--- config.mk ---
export PLATFORM = sky130hd
export DESIGN_NAME = periodic_pulse_generator_fsm
export DESIGN_NICKNAME = d
export VERILOG_FILES = /design/src/rtl/ppg_pkg.sv /design/src/rtl/ppg_dpath.sv /design/src/rtl/ppg_ctrl.sv /design/src/rtl/periodic_pulse_generator_fsm.sv
export VERILOG_INCLUDE_DIRS = /design/src /design/src/rtl
export SDC_FILE = /design/constraint.sdc
export NUM_CORES = 1
export LEC_CHECK = 0
export BUFFER_PORTS_ARGS = -buffer_cell sky130_fd_sc_hd__buf_4
export CAP_MARGIN = 25
export CORE_ASPECT_RATIO = 1.5
export CORE_MARGIN = 3
export CORE_UTILIZATION = 51
export DETAILED_ROUTE_END_ITERATION = 6
export GPL_TIMING_DRIVEN = 0
export PLACE_DENSITY = 0.74
export SLEW_MARGIN = 30
export SYNTH_ARGS = -nofsm -noshare
export SYNTH_HDL_FRONTEND = slang
export SYNTH_SLANG_ARGS = --single-unit
--- constraint.sdc ---
create_clock -name clock -period 2.19 [get_ports clock]
set_input_delay 0.3285 -clock clock [delete_from_list [all_inputs] [get_ports clock]]
set_output_delay 0.3285 -clock clock [all_outputs]
set_load 0.01 [all_outputs]
--- src/rtl/periodic_pulse_generator_fsm_macros.svh ---
// assertion macros for the periodic pulse generator
// used by the controller, no other dependencies
`ifndef PERIODIC_PULSE_GENERATOR_FSM_MACROS_SVH
`define PERIODIC_PULSE_GENERATOR_FSM_MACROS_SVH

// same-cycle implication
`define PPG_ASSERT_NOW(label, clk, rst, ante, cons, msg) \
   label: assert property (@(posedge clk) disable iff (rst) (ante) |-> (cons)) \
      else $error(msg);

// next-cycle implication
`define PPG_ASSERT_NEXT(label, clk, rst, ante, cons, msg) \
   label: assert property (@(posedge clk) disable iff (rst) (ante) |=> (cons)) \
      else $error(msg);

`endif

--- src/rtl/ppg_pkg.sv ---
// shared types and constants of the periodic pulse generator
// no dependencies
`default_nettype none

package ppg_pkg;

   localparam int unsigned TICKS_PER_SECOND = 1000000;
   localparam int TICK_WIDTH = 20;
   localparam int FREQ_WIDTH = 16;
   localparam int DIV_STEPS = TICK_WIDTH;
   localparam int DIV_CNT_WIDTH = $clog2(DIV_STEPS);
   localparam logic [TICK_WIDTH-1:0] TICKS_CONST = TICK_WIDTH'(TICKS_PER_SECOND);
   localparam logic [FREQ_WIDTH-1:0] MAX_FREQ_RESET = 16'd10000;
   localparam int CSR_ADDR_WIDTH = 3;
   localparam logic CSR_IDX_MAX_FREQ = 1'b0;

   typedef enum logic [2:0] {
      CMD_SET_FREQ = 3'd0,
      CMD_START    = 3'd1,
      CMD_STOP     = 3'd2,
      CMD_TICK     = 3'd3,
      CMD_ACK      = 3'd4
   } cmd_type;

   typedef enum logic [1:0] {
      MODE_INITIAL = 2'd0,
      MODE_STOPPED = 2'd1,
      MODE_PULSING = 2'd2,
      MODE_WAITING = 2'd3
   } mode_type;

   typedef enum logic [1:0] {
      FSM_IDLE   = 2'd0,
      FSM_DECODE = 2'd1,
      FSM_DIVIDE = 2'd2,
      FSM_FINISH = 2'd3
   } fsm_type;

   typedef struct packed {
      logic       load_item;
      logic       div_start;
      logic       div_step;
      logic       period_load;
      logic       rem_reload;
      logic       rem_dec;
      logic       arm_set;
      logic       arm_clr;
      logic       rsp_load;
      logic       rsp_pulse;
      logic       rsp_missed;
      logic       rsp_error;
      logic [1:0] rsp_state_code;
   } dp_cmd_type;

   typedef struct packed {
      logic [2:0] cmd;
      logic       freq_bad;
      logic       rem_le1;
      logic       armed;
      logic       div_last;
   } dp_sts_type;

endpackage

`default_nettype wire

--- src/rtl/ppg_dpath.sv ---
// datapath: item registers, serial divider, tick counter, csr and result beat
// depends on ppg_pkg
`default_nettype none

module ppg_dpath (
   input  logic                                 clock,
   input  logic                                 reset,
   input  logic [2:0]                           req_command,
   input  logic [ppg_pkg::FREQ_WIDTH-1:0]       req_frequency,
   output logic                                 rsp_pulse,
   output logic                                 rsp_missed,
   output logic                                 rsp_error,
   output logic [1:0]                           rsp_state_code,
   input  logic                                 csr_psel,
   input  logic                                 csr_penable,
   input  logic                                 csr_pwrite,
   input  logic [ppg_pkg::CSR_ADDR_WIDTH-1:0]   csr_paddr,
   input  logic [31:0]                          csr_pwdata,
   output logic [31:0]                          csr_prdata,
   output logic                                 csr_pready,
   input  ppg_pkg::dp_cmd_type                  dp_cmd,
   output ppg_pkg::dp_sts_type                  dp_sts
);
   import ppg_pkg::*;

   logic [2:0]               cmd_ff;
   logic [FREQ_WIDTH-1:0]    freq_ff;
   logic [FREQ_WIDTH-1:0]    max_freq_ff, max_freq_in;
   logic [TICK_WIDTH-1:0]    period_ff, period_in;
   logic [TICK_WIDTH-1:0]    remaining_ff, remaining_in;
   logic                     armed_ff, armed_in;
   logic [TICK_WIDTH-1:0]    quo_ff, quo_in;
   logic [FREQ_WIDTH:0]      rem_ff, rem_in;
   logic [DIV_CNT_WIDTH-1:0] div_cnt_ff, div_cnt_in;
   logic                     pulse_ff, missed_ff, error_ff;
   logic [1:0]               state_code_ff;

   logic [FREQ_WIDTH:0]      rem_shift;
   logic [FREQ_WIDTH:0]      divisor;
   logic                     quo_bit;
   logic [TICK_WIDTH-1:0]    reload;
   logic                     csr_wr;

   assign csr_wr     = csr_psel && csr_penable && csr_pwrite && csr_pready;
   assign csr_pready = 1'b1;
   assign csr_prdata = (csr_paddr[2] == CSR_IDX_MAX_FREQ) ? {16'b0, max_freq_ff} : 32'b0;

   // one restoring step a cycle
   assign divisor   = {1'b0, freq_ff};
   assign rem_shift = {rem_ff[FREQ_WIDTH-1:0], quo_ff[TICK_WIDTH-1]};
   assign quo_bit   = (rem_shift >= divisor);
   assign reload    = (period_ff == '0) ? TICK_WIDTH'(1) : period_ff;

   always_comb begin
      max_freq_in  = max_freq_ff;
      period_in    = period_ff;
      remaining_in = remaining_ff;
      armed_in     = armed_ff;
      quo_in       = quo_ff;
      rem_in       = rem_ff;
      div_cnt_in   = div_cnt_ff;
      if (csr_wr && csr_paddr[2] == CSR_IDX_MAX_FREQ) begin
         max_freq_in = csr_pwdata[FREQ_WIDTH-1:0];
      end
      if (dp_cmd.div_start) begin
         quo_in     = TICKS_CONST;
         rem_in     = '0;
         div_cnt_in = '0;
      end else if (dp_cmd.div_step) begin
         quo_in     = {quo_ff[TICK_WIDTH-2:0], quo_bit};
         rem_in     = quo_bit ? (rem_shift - divisor) : rem_shift;
         div_cnt_in = div_cnt_ff + 1'b1;
      end
      if (dp_cmd.period_load) begin
         period_in = (quo_ff == '0) ? TICK_WIDTH'(1) : quo_ff;
      end
      if (dp_cmd.rem_reload) begin
         remaining_in = reload;
      end else if (dp_cmd.rem_dec) begin
         remaining_in = remaining_ff - 1'b1;
      end
      if (dp_cmd.arm_set) begin
         armed_in = 1'b1;
      end else if (dp_cmd.arm_clr) begin
         armed_in = 1'b0;
      end
   end

   always_ff @(posedge clock) begin
      if (reset) begin
         max_freq_ff  <= MAX_FREQ_RESET;
         period_ff    <= '0;
         remaining_ff <= '0;
         armed_ff     <= 1'b0;
         div_cnt_ff   <= '0;
      end else begin
         max_freq_ff  <= max_freq_in;
         period_ff    <= period_in;
         remaining_ff <= remaining_in;
         armed_ff     <= armed_in;
         div_cnt_ff   <= div_cnt_in;
      end
   end

   always_ff @(posedge clock) begin
      quo_ff <= quo_in;
      rem_ff <= rem_in;
      if (dp_cmd.load_item) begin
         cmd_ff  <= req_command;
         freq_ff <= req_frequency;
      end
      if (dp_cmd.rsp_load) begin
         pulse_ff      <= dp_cmd.rsp_pulse;
         missed_ff     <= dp_cmd.rsp_missed;
         error_ff      <= dp_cmd.rsp_error;
         state_code_ff <= dp_cmd.rsp_state_code;
      end
   end

   assign dp_sts.cmd      = cmd_ff;
   assign dp_sts.freq_bad = (freq_ff == '0) || (freq_ff >= max_freq_ff);
   assign dp_sts.rem_le1  = (remaining_ff <= TICK_WIDTH'(1));
   assign dp_sts.armed    = armed_ff;
   assign dp_sts.div_last = (div_cnt_ff == DIV_CNT_WIDTH'(DIV_STEPS - 1));

   assign rsp_pulse      = pulse_ff;
   assign rsp_missed     = missed_ff;
   assign rsp_error      = error_ff;
   assign rsp_state_code = state_code_ff;

endmodule

`default_nettype wire

--- src/rtl/ppg_ctrl.sv ---
// controller: item sequencing, timer mode and result beat valid
// depends on ppg_pkg and periodic_pulse_generator_fsm_macros.svh
`default_nettype none

module ppg_ctrl (
   input  logic                clock,
   input  logic                reset,
   input  logic                req_valid,
   output logic                req_stall,
   output logic                rsp_valid,
   input  logic                rsp_stall,
   output ppg_pkg::dp_cmd_type dp_cmd,
   input  ppg_pkg::dp_sts_type dp_sts
);
   import ppg_pkg::*;
   `include "periodic_pulse_generator_fsm_macros.svh"

   fsm_type  fsm_ff, fsm_in;
   mode_type mode_ff, mode_in;
   logic     rsp_valid_ff, rsp_valid_in;
   logic     slot_free;
   logic     freq_ok;

   assign slot_free = !rsp_valid_ff || !rsp_stall;
   assign freq_ok   = (dp_sts.cmd == CMD_SET_FREQ) && !dp_sts.freq_bad;

   always_comb begin
      fsm_in = fsm_ff;
      case (fsm_ff)
         FSM_IDLE: begin
            if (req_valid) fsm_in = FSM_DECODE;
         end
         FSM_DECODE: begin
            fsm_in = freq_ok ? FSM_DIVIDE : FSM_FINISH;
         end
         FSM_DIVIDE: begin
            if (dp_sts.div_last) fsm_in = FSM_FINISH;
         end
         FSM_FINISH: begin
            if (slot_free) fsm_in = FSM_IDLE;
         end
         default: fsm_in = FSM_IDLE;
      endcase
   end

   always_comb begin
      dp_cmd    = '0;
      mode_in   = mode_ff;
      req_stall = 1'b1;
      case (fsm_ff)
         FSM_IDLE: begin
            req_stall        = 1'b0;
            dp_cmd.load_item = req_valid;
         end
         FSM_DECODE: begin
            dp_cmd.div_start = freq_ok;
         end
         FSM_DIVIDE: begin
            dp_cmd.div_step = 1'b1;
         end
         FSM_FINISH: begin
            if (slot_free) begin
               dp_cmd.rsp_load = 1'b1;
               case (dp_sts.cmd)
                  CMD_SET_FREQ: begin
                     if (dp_sts.freq_bad) begin
                        dp_cmd.rsp_error = 1'b1;
                        dp_cmd.arm_clr   = 1'b1;
                        mode_in          = MODE_INITIAL;
                     end else begin
                        dp_cmd.period_load = 1'b1;
                        if (mode_ff == MODE_INITIAL) mode_in = MODE_STOPPED;
                     end
                  end
                  CMD_START: begin
                     if (mode_ff == MODE_STOPPED) begin
                        mode_in           = MODE_PULSING;
                        dp_cmd.arm_set    = 1'b1;
                        dp_cmd.rem_reload = 1'b1;
                     end else begin
                        dp_cmd.rsp_error = 1'b1;
                     end
                  end
                  CMD_STOP: begin
                     if (mode_ff == MODE_INITIAL) begin
                        dp_cmd.rsp_error = 1'b1;
                     end else begin
                        mode_in        = MODE_STOPPED;
                        dp_cmd.arm_clr = 1'b1;
                     end
                  end
                  CMD_TICK: begin
                     if (dp_sts.armed) begin
                        if (dp_sts.rem_le1) begin
                           dp_cmd.rem_reload = 1'b1;
                           if (mode_ff == MODE_PULSING) begin
                              dp_cmd.rsp_pulse = 1'b1;
                              mode_in          = MODE_WAITING;
                           end else if (mode_ff == MODE_WAITING) begin
                              dp_cmd.rsp_missed = 1'b1;
                           end else begin
                              dp_cmd.rsp_error = 1'b1;
                           end
                        end else begin
                           dp_cmd.rem_dec = 1'b1;
                        end
                     end
                  end
                  CMD_ACK: begin
                     if (mode_ff == MODE_WAITING) begin
                        mode_in = MODE_PULSING;
                     end else if (mode_ff == MODE_PULSING) begin
                        dp_cmd.rsp_error = 1'b1;
                        mode_in          = MODE_STOPPED;
                     end else begin
                        dp_cmd.rsp_error = 1'b1;
                     end
                  end
                  default: dp_cmd.rsp_error = 1'b1;
               endcase
            end
         end
         default: req_stall = 1'b1;
      endcase
      dp_cmd.rsp_state_code = mode_in;
   end

   assign rsp_valid_in = dp_cmd.rsp_load || (rsp_valid_ff && rsp_stall);
   assign rsp_valid    = rsp_valid_ff;

   always_ff @(posedge clock) begin
      if (reset) begin
         fsm_ff       <= FSM_IDLE;
         mode_ff      <= MODE_INITIAL;
         rsp_valid_ff <= 1'b0;
      end else begin
         fsm_ff       <= fsm_in;
         mode_ff      <= mode_in;
         rsp_valid_ff <= rsp_valid_in;
      end
   end

   `PPG_ASSERT_NEXT(a_accept_decodes, clock, reset, req_valid && !req_stall, fsm_ff == FSM_DECODE, "accepted beat not decoded")
   `PPG_ASSERT_NOW(a_divide_set_freq, clock, reset, fsm_ff == FSM_DIVIDE, dp_sts.cmd == CMD_SET_FREQ, "divider running for a non set-frequency command")
   `PPG_ASSERT_NOW(a_arm_pulsing, clock, reset, dp_cmd.arm_set, mode_in == MODE_PULSING, "timer armed outside pulsing")
   `PPG_ASSERT_NEXT(a_result_posted, clock, reset, dp_cmd.rsp_load, rsp_valid, "result beat not presented")

endmodule

`default_nettype wire

--- src/rtl/periodic_pulse_generator_fsm.sv ---
// Periodic pulse generator with a four-state controller (initial, stopped, pulsing, waiting
// for acknowledge) and a reloading tick counter. A set-frequency command with a legal
// frequency goes through decode, the 20-step restoring divider that works out the period
// from the tick rate, and finish before its result beat; every other command, a rejected
// frequency included, goes from decode straight to finish. One item is in work at a time,
// and the next item is taken while the previous result beat still waits.
// Depends on ppg_pkg, ppg_ctrl and ppg_dpath.
`default_nettype none

module periodic_pulse_generator_fsm (
   input  logic                               clock,
   input  logic                               reset,
   input  logic                               req_valid,
   output logic                               req_stall,
   input  logic [2:0]                         req_command,
   input  logic [ppg_pkg::FREQ_WIDTH-1:0]     req_frequency,
   output logic                               rsp_valid,
   input  logic                               rsp_stall,
   output logic                               rsp_pulse,
   output logic                               rsp_missed,
   output logic                               rsp_error,
   output logic [1:0]                         rsp_state_code,
   input  logic                               csr_psel,
   input  logic                               csr_penable,
   input  logic                               csr_pwrite,
   input  logic [ppg_pkg::CSR_ADDR_WIDTH-1:0] csr_paddr,
   input  logic [31:0]                        csr_pwdata,
   output logic [31:0]                        csr_prdata,
   output logic                               csr_pready
);
   import ppg_pkg::*;

   dp_cmd_type dp_cmd;
   dp_sts_type dp_sts;

   ppg_ctrl u_ctrl (
      .clock     (clock),
      .reset     (reset),
      .req_valid (req_valid),
      .req_stall (req_stall),
      .rsp_valid (rsp_valid),
      .rsp_stall (rsp_stall),
      .dp_cmd    (dp_cmd),
      .dp_sts    (dp_sts)
   );

   ppg_dpath u_dpath (
      .clock          (clock),
      .reset          (reset),
      .req_command    (req_command),
      .req_frequency  (req_frequency),
      .rsp_pulse      (rsp_pulse),
      .rsp_missed     (rsp_missed),
      .rsp_error      (rsp_error),
      .rsp_state_code (rsp_state_code),
      .csr_psel       (csr_psel),
      .csr_penable    (csr_penable),
      .csr_pwrite     (csr_pwrite),
      .csr_paddr      (csr_paddr),
      .csr_pwdata     (csr_pwdata),
      .csr_prdata     (csr_prdata),
      .csr_pready     (csr_pready),
      .dp_cmd         (dp_cmd),
      .dp_sts         (dp_sts)
   );

endmodule

`default_nettype wire
==> summary.txt <==
Outcome
  – Status: complete, but fails checks
  – Failing checks: negative setup slack

Drt
  – Final WL: 22,600 um
  – Via density: 6.01
  – Post-route ant nets: 0
  – Vias: 6,858
  – Routed wire per std cell: 19.8 um
  – Starting DRT DRC Count: 380
  – Pre-Repair DR Iteration Count: 5
  – Post-route DRC: 0

Clocking
  – Total CTS buffers: 17
  – CTS tree: built
  – # H-tree levels: 4
  – Sink Count: 127
  – CTS Buffer Depth: 2
  – Clock slew at reported path FFs: 0.06 ns
  – Root buffer cell: clkbuf_16
  – Worst skew pair latency: 0.43 ns

Power and ir drop
  – Maximum VDD drop: 0.000618 V
  – Pwr/cell area: 1180 nW/um^2
  – Total leakage power: 3.87 nW
  – Total power: 0.0116 W

Timing
  – Tmin final: 2.54 ns
  – RSZ-0062 raised after global routing: true
  – Final Cycle Share: 116%
  – Worst-Margin Slew: 1.03 ns
  – Final Hold Fails: 0
  – Pins Over Slew Limit: 0
  – Worst Clk Skew: 0.00877 ns
  – Worst setup margin: -0.355 ns
  – F_max: 0.393 GHz
  – Final setup fails: 78
  – Slew headroom: 31.6%

Floorplanning
  – Die Height: 150 um
  – Die area: 15,400 sq um
  – Num rows: 52
  – Die Width: 102 um
  – Io pins: 101
  – Core outline area: 13,500 sq um
  – Initial Util: 52.4%

Synth
  – Area fraction of the dominant cell type after synthesis: 29.1%
  – Area contributors post-synth: dfxtp_1, edfxtp_1, ha_1
  – EDFF count, synth: 24
  – Top cell type by total area after synthesis: dfxtp_1
  – Yosys cell types: 68
  – Synth warn: 0
  – #FFs+latches synth: 127
  – Primary FF master, synth: dfxtp_1
  – Post-Syn Area: 7090 sq um
  – Post-Syn Instances: 816
  – Async S/R FF share, synth: 0%
  – Syn avg cell area: 8.68 sq um
  – Post-synthesis sequential area ratio: 39.3%

Final layout
  – Layout cells sized above 1: 33.5%
  – Commonest cells after routing, fill and taps aside: buf_4, nor2_1, dfxtp_1, mux2i_1
  – Area of the multi-input gates: 4640 sq um
  – Antenna Cells: 0
  – Syn-to-layout area delta: 38.9%
  – Register area: 2800 sq um
  – Most common cell after layout, fill and taps aside: buf_4
  – NumNets Final: 1,074
  – Design Area, Final: 9840 sq um
  – Fillers: 971

Global route
  – Largest net degree at the start of global routing: 17
  – GRT overflow: 0
  – Vias in the first global route: 6,568
  – Total track usage: 28.4%
  – Initial antenna violation count: 0
  – Global-route wire length before repair: 33,500 um

Setup path
  – Slowest-stage cell, CP: edfxtp_1
  – Critical Path Stages: 10
  – R2R setup slack: -0.35 ns
  – CP Capture Point: u_dpath.rem_ff[12]$_SDFFE_PP0P_
  – Reg2Reg Capture Point: u_dpath.rem_ff[12]$_SDFFE_PP0P_
  – Worst r2r src: u_dpath.freq_ff[1]$_DFFE_PP_
  – Critical path cell sequence: buf_6 > buf_12 > fa_2 > nor2b_4 > o31a_1 > o21ai_2 > a31oi_2 > nor3_1 > o311a_1 > nor3_2
  – Required time of the critical path: 2.54 ns
  – Critical Path End Type: flop
  – CP Launch Point: u_dpath.freq_ff[1]$_DFFE_PP_
  – Kind of start point of the critical path: flop
  – Buf+Inv Stages, Crit Path: 2
  – Critical Path AT: 2.89 ns
  – Max Fanout on Critical Path: 4
  – Critical path class: reg -> reg
  – R2R cell count: 10
  – Top delay family on crit path: compound AO/OA/AOI/OAI gates
  – CP max stage delay: 0.48 ns

Hold path
  – Min-Delay Path Depth: 1
  – Hold/Removal Path Class: in -> reg

Placed design
  – Final Wtd Congestion: 0.890
  – Placed wire-length estimate: 14,400 um
  – IO Port Bufs: 63
  – DP Area: 7970 sq um

Flow run
  – Max-Cap Viols: 0
## timing repair
item                       in CTS  in global routing
gates resized for setup       103                 90
setup endpoints to repair      90                 90
cloned                          3                  3
buffers inserted               39                 12
hold buffers                    0                  0
pin swaps                      42                 31
## metal layers
layer	part of all wire [%]	GRT usage, %	vias up
li1	-	-	3199
met1	37	31.7	3296
met2	53	50.4	276
met3	4.9	5.47	87
met4	5.0	14.5	0
met5	0	0	-
## sequential cells by signal (all words and copies together), names as in the netlist
name / cells
u_dpath.rem_ff: 16
u_dpath.rsp_state_code: 2
u_dpath.rsp_missed: 1
u_ctrl.fsm_ff: 2
u_dpath.remaining_ff: 20
u_dpath.freq_ff: 16
u_ctrl.rsp_valid: 1
u_dpath.cmd_ff: 3
u_dpath.period_ff: 20
u_dpath.quo_ff: 20
u_dpath.max_freq_ff: 16
u_dpath.div_cnt_ff: 5
u_ctrl.mode_ff: 2
u_dpath.armed_ff: 1
u_dpath.rsp_pulse: 1
u_dpath.rsp_error: 1
## through the flow
step / cells / setup TNS [ns] / hold WS, ns / utilization, % / worst slack (ns)
floorplan: 831 / -2.13 / 0.427 / - / -0.114
global placement: 1056 / -44.41 / 0.445 / 58.8 / -0.912
detailed placement: 1057 / -44.07 / 0.449 / 58.9 / -0.887
CTS: 1130 / -16.32 / 0.0703 / 69.1 / -0.283
global route: 1142 / -28.50 / 0.0691 / 72.7 / -0.471
finish: 1142 / -20.96 / 0.0754 / 72.7 / -0.355
## worst min path at each step
stage,endpoint,slack [ns],start
after floorplan,u_dpath.cmd_ff[0]$_DFFE_PP_,0.43,req_command[0]
after global placement,u_dpath.max_freq_ff[15]$_SDFFE_PP0P_,0.44,u_dpath.max_freq_ff[15]$_SDFFE_PP0P_
after detailed placement,u_dpath.max_freq_ff[2]$_SDFFE_PP0P_,0.45,u_dpath.max_freq_ff[2]$_SDFFE_PP0P_
after CTS,u_dpath.freq_ff[5]$_DFFE_PP_,0.07,req_frequency[5]
after global routing,u_dpath.cmd_ff[2]$_DFFE_PP_,0.07,req_command[2]
final,u_dpath.cmd_ff[2]$_DFFE_PP_,0.08,req_command[2]
## power breakdown
part | total [W] | switching [W] | leakage [nW] | internal (W)
clock network | 0.00288 | 0.00115 | 0.283 | 0.00173
logic | 0.00534 | 0.00282 | 2.52 | 0.00252
registers | 0.00341 | 0.000541 | 1.07 | 0.00287
## area by class of cell
| cell class | count | share of cell area, % |
|---|---|---|
| inverter | 52 | 2.00 |
| tap | 162 | 2.06 |
| buffer | 49 | 3.63 |
| clock buffer | 19 | 4.50 |
| timing repair buffer | 121 | 10.7 |
| clock inverter | 13 | 1.55 |
| multi-input combinational | 599 | 47.2 |
| sequential | 127 | 28.4 |
## logic make-up (layout without fill, tap and decap cells)
family | after synthesis | count (layout) | synth area share, %
adder cells (fa/ha/maj) | 46 | 46 | 8.23
AO/OA/AOI/OAI | 187 | 187 | 17.2
multiplexers | 54 | 54 | 7.63
XOR/XNOR | 13 | 13 | 1.61
other | 2 | 17 | 0.106
AND/OR/NAND/NOR | 282 | 282 | 19.1
flip-flops | 127 | 127 | 39.3
buffers and inverters | 105 | 254 | 6.83
## cell usage after synthesis (all sizes together) (3+ instances only)
cell type,number
or4,4
o211ai,8
a311oi,7
nand2b,6
nor2b,8
nor4,20
nor2,126
a21oi,54
o21a,7
xnor2,4
a221oi,3
nand2,51
a22oi,4
clkbuf,25
nand4,8
mux2i,54
o311a,3
o22ai,4
a21o,6
nor3,19
o31ai,3
a31oi,6
and2,4
a211oi,21
o21ai,43
a211o,5
or2,3
dfxtp,103
nand3,13
ha,45
and3,4
o31a,3
inv,51
or3,5
buf,28
xor2,9
edfxtp,24
Note: power is estimated with default switching activity, not from simulation.
